## src/hdl/v6lpm_pkg.sv

```systemverilog
`default_nettype none

package v6lpm_pkg;

    localparam int unsigned TABLE_DEPTH_DEF = 64;

    localparam int unsigned ADDR_W   = 64;
    localparam int unsigned LEN_W    = 8;
    localparam int unsigned SLOT_W   = 6;
    localparam int unsigned PLANE_W  = 8;
    localparam int unsigned STATUS_W = 3;
    localparam int unsigned EIU_W    = 7;
    localparam int unsigned CFG_IDX_W  = 2;
    localparam int unsigned CFG_DATA_W = 8;

    localparam logic [LEN_W-1:0] FULL_LEN = 8'd128;

    localparam logic [CFG_IDX_W-1:0] CFG_PLANE_COUNT    = 2'd0;
    localparam logic [CFG_IDX_W-1:0] CFG_DEFAULT_PLANE  = 2'd1;
    localparam logic [CFG_IDX_W-1:0] CFG_ENTRIES_IN_USE = 2'd2;

    typedef enum logic [STATUS_W-1:0] {
        ST_WRITTEN = 3'd0,
        ST_ERROR   = 3'd1,
        ST_ALL     = 3'd2,
        ST_ONE     = 3'd3,
        ST_NONE    = 3'd4
    } t_status;

    typedef enum logic [1:0] {
        K_WRITTEN = 2'd0,
        K_ERROR   = 2'd1,
        K_ALL     = 2'd2,
        K_SCAN    = 2'd3
    } t_kind;

    typedef struct packed {
        logic [ADDR_W-1:0]  addr_high;
        logic [ADDR_W-1:0]  addr_low;
        logic [LEN_W-1:0]   length;
        logic [PLANE_W-1:0] assignee;
    } t_entry;

    typedef struct packed {
        logic  load;
        logic  mem_write;
        logic  scan_clear;
        logic  scan_step;
        logic  emit;
        t_kind kind;
    } t_cmd;

    typedef struct packed {
        logic is_write;
        logic no_planes;
        logic zero_addr;
        logic len_zero;
        logic len_full;
        logic count_zero;
        logic scan_last;
    } t_stat;

endpackage

`default_nettype wire

```

## src/hdl/v6lpm_ctrl.sv

```systemverilog
`default_nettype none

module v6lpm_ctrl (
    input  wire logic             i_clk,
    input  wire logic             i_rst_n,
    input  wire logic             start,
    output logic                  busy,
    input  wire v6lpm_pkg::t_stat i_stat,
    output v6lpm_pkg::t_cmd       o_cmd
);

    typedef enum logic [4:0] {
        S_IDLE   = 5'b00001,
        S_CHECK  = 5'b00010,
        S_SCAN   = 5'b00100,
        S_DRAIN  = 5'b01000,
        S_FINISH = 5'b10000
    } t_state;

    t_state r_state;
    t_state n_state;

    always_ff @(posedge i_clk) begin
        if (!i_rst_n) begin
            r_state <= S_IDLE;
        end else begin
            r_state <= n_state;
        end
    end

    always_comb begin
        n_state = r_state;
        o_cmd   = '0;
        o_cmd.kind = v6lpm_pkg::K_SCAN;
        case (r_state)
            S_IDLE: begin
                if (start) begin
                    o_cmd.load = 1'b1;
                    n_state    = S_CHECK;
                end
            end
            S_CHECK: begin
                if (i_stat.is_write) begin
                    o_cmd.mem_write = 1'b1;
                    o_cmd.emit      = 1'b1;
                    o_cmd.kind      = v6lpm_pkg::K_WRITTEN;
                    n_state         = S_IDLE;
                end else if (i_stat.no_planes ||
                             (i_stat.zero_addr && i_stat.len_full)) begin
                    o_cmd.emit = 1'b1;
                    o_cmd.kind = v6lpm_pkg::K_ERROR;
                    n_state    = S_IDLE;
                end else if (i_stat.zero_addr && i_stat.len_zero) begin
                    o_cmd.emit = 1'b1;
                    o_cmd.kind = v6lpm_pkg::K_ALL;
                    n_state    = S_IDLE;
                end else begin
                    o_cmd.scan_clear = 1'b1;
                    n_state = i_stat.count_zero ? S_FINISH : S_SCAN;
                end
            end
            S_SCAN: begin
                o_cmd.scan_step = 1'b1;
                if (i_stat.scan_last) begin
                    n_state = S_DRAIN;
                end
            end
            S_DRAIN: begin
                n_state = S_FINISH;
            end
            S_FINISH: begin
                o_cmd.emit = 1'b1;
                o_cmd.kind = v6lpm_pkg::K_SCAN;
                n_state    = S_IDLE;
            end
            default: begin
                n_state = S_IDLE;
            end
        endcase
    end

    assign busy = (r_state != S_IDLE);

endmodule

`default_nettype wire

```

## config.mk

```make
export PLATFORM = sky130hd
export DESIGN_NAME = v6lpm_ctrl
export DESIGN_NICKNAME = d
export VERILOG_FILES = /design/src/hdl/v6lpm_pkg.sv /design/src/hdl/v6lpm_ctrl.sv
export SDC_FILE = /design/constraint.sdc
export NUM_CORES = 1
export LEC_CHECK = 0
export BUFFER_PORTS_ARGS = -buffer_cell sky130_fd_sc_hd__buf_2
export CAP_MARGIN = 25
export CORE_AREA = 2 2 39 41
export CTS_CLUSTER_SIZE = 28
export DETAILED_ROUTE_END_ITERATION = 16
export DIE_AREA = 0 0 41 43
export SYNTH_ARGS = -nofsm -noshare
export SYNTH_HDL_FRONTEND = slang
export SYNTH_SLANG_ARGS = --single-unit
```

## constraint.sdc

```tcl
create_clock -name i_clk -period 5.6 [get_ports i_clk]
set_clock_uncertainty 0.2 [all_clocks]
set_input_delay 1.12 -clock i_clk [delete_from_list [all_inputs] [get_ports i_clk]]
set_output_delay 1.12 -clock i_clk [all_outputs]
set_load 0.01 [all_outputs]
```

==> flow_metrics.env <==
export IMPL_outcome="finished clean"
export IMPL_ys_ff_latch=5
export IMPL_start_util_pct=26.9
export IMPL_drive_gt1_share_pct=31.8
export IMPL_detail_route_antenna_nets=0
export IMPL_rows=14
export IMPL_synth_top_cell_area_share_pct=26.9
export IMPL_hold_violations=0
export IMPL_end_kind="output port"
export IMPL_min_to="r_state[0]"
export IMPL_dp_cells=78
export IMPL_wl_um=891
export IMPL_grtUsageTotal_pct=12.8
export IMPL_vias_per_cell=5.17
export IMPL_cts_sinks=5
export IMPL_area_growth_pct=31.0
export IMPL_largest_register="r_state"
export IMPL_timing_final_crit_share_pct=58.9
export IMPL_clkTransAtPathRegs_ns=0.04
export IMPL_p_leak_nw=0.246
export IMPL_setup_violations=0
export IMPL_first_pass_iters=4
export IMPL_hpwl_um=698
export IMPL_worst_slack_ns=2.30
export IMPL_power_density_nw_per_um2=212
export IMPL_die_height_um=43
export IMPL_synthArstFlopShare_pct=0
export IMPL_coreArea_um2=1380
export IMPL_wl_per_cell_um=10.9
export IMPL_layout_nets=77
export IMPL_crit_start="i_stat[6]"
export IMPL_ys_seq_area_share_pct=26.9
export IMPL_cts_max_path_buffers=2
export IMPL_maxSlewHeadroom_pct=54.1
export IMPL_crit_fanout=5
export IMPL_final_common_cell="buf_2"
export IMPL_yosysWarnings=0
export IMPL_grt_pass1_vias=363
export IMPL_cts_buffers=3
export IMPL_max_cap_violations=0
export IMPL_ctsRootBufferMaster="clkbuf_4"
export IMPL_grt_overflow=0
export IMPL_cts_resized=0
export IMPL_post_route_min_period_ns=3.30
export IMPL_postCtsSetupBuffers=0
export IMPL_synth_area_leaders="dfxtp_1, or4b_1, and3_1"
export IMPL_dieArea_um2=1760
export IMPL_path_class="in2out"
export IMPL_reg_largest_list="r_state: 5 flops"
export IMPL_r2r_slack_ns=3.71
export IMPL_pre_cts_ws_ns=2.30
export IMPL_tightest_slew_ns=0.682
export IMPL_die_width_um=41
export IMPL_boundaryPins=18
export IMPL_grt_max_degree=12
export IMPL_syn_avg_cell_area_um2=7.91
export IMPL_hold_class="reg2reg"
export IMPL_fmax_mhz=303
export IMPL_synth_edff_count=0
export IMPL_final_cell_mix="buf_2, dfxtp_1, nand2_1, inv_1"
export IMPL_cp_arrival_ns=1.98
export IMPL_r2r_start="r_state[1]"
export IMPL_synth_nets=57
export IMPL_yosysTopAreaCell="dfxtp_1"
export IMPL_critPathLaunchType="primary input"
export IMPL_via_count=424
export IMPL_netlist_instances=47
export IMPL_rsz0062_at_grt="no"
export IMPL_antenna_found_initial=0
export IMPL_syn_area_um2=372
export IMPL_clkLatencyLatePin_ns=0.24
export IMPL_h_tree_depth=1
export IMPL_drv_slew=0
export IMPL_tritoncts="done"
export IMPL_setup_tns_ns=0
export IMPL_min_delay_start="r_state[4]"
export IMPL_synth_distinct_cells=29
export IMPL_drc=0
export IMPL_r2r_end="r_state[0]"
export IMPL_vdd_ir_drop_max_uv=154
export IMPL_holdPathStages=1
export IMPL_port_buffers=17
export IMPL_hold_buffers=0
export IMPL_ys_flop_type="dfxtp_1"
export IMPL_grt_pass1_wl_um=1490
export IMPL_drt_iter0_drc=12
export IMPL_crit_required_ns=4.28
export IMPL_stdcell_count=82
export IMPL_gp_congestion=0.782
export IMPL_rr_worst_depth=3
export IMPL_largest_register_ffs=5
export IMPL_antenna_cells=0
==> power by group <==
group | internal [mW] | switching (mW)
logic | 0.0108 | 0.0110
clock network | 0.0269 | 0.0143
registers | 0.0372 | 0.00308
==> critical path, cell delays in order <==
cell and delay [ns]:
buf_2 0.12, or2_2 0.12, o21ai_0 0.08, a2111oi_0 0.34, buf_2 0.20
==> cell usage after synthesis, types with 2 or more instances <==
master,number
nor3_1,3
and3_1,3
or4b_1,3
inv_1,4
nand4_1,2
dfxtp_1,5
nand2_1,4
o21ai_0,2
==> logic make-up (layout without fill, tap and decap cells) <==
kind of cell           after synthesis  in the layout  synth area share [%]
flip-flops                           5              5                  26.9
AND/OR/NAND/NOR                     24             24                  39.7
buffers and inverters                6             25                  8.41
XOR/XNOR                             1              1                  2.36
AO/OA/AOI/OAI                       11             11                  22.6
==> layout make-up <==
class                      instances  area [um2]
clock buffer                       4        26.3
fill                             142         897
inverter                           4        15.0
multi-input combinational         36         240
sequential                         5         100
tap                               16        20.0
timing repair buffer              17        85.1
==> stage by stage <==
step                      hold WS (ns)  total power, mW  util [%]  area [um2]
after floorplan                  0.306           0.0542         -         372
after global placement           0.361           0.0625      33.3         460
after detailed placement         0.369           0.0626      33.3         460
after CTS                        0.382            0.105      35.2         487
after global routing             0.406            0.111      35.2         487
final                            0.386            0.103      35.2         487
==> per-layer routing <==
metal	wire (um)	part of all wire, %	global-route usage (%)	up-vias
met5	0	0	0	-
met4	0	0	4.00	0
met3	43	4.8	9.42	0
met2	438	49	16.3	11
met1	409	46	16.7	197
li1	-	-	-	216
==> worst max-delay path by stage <==
stage | end | slack, ns | depth (start not counted)
floorplan | o_cmd[2] | 2.32 | 3
global placement | o_cmd[2] | 2.30 | 5
detailed placement | o_cmd[2] | 2.30 | 5
CTS | o_cmd[2] | 2.30 | 5
global route | o_cmd[2] | 2.18 | 5
finish | o_cmd[2] | 2.30 | 5
No activity file was read; power rests on OpenSTA's default activity.
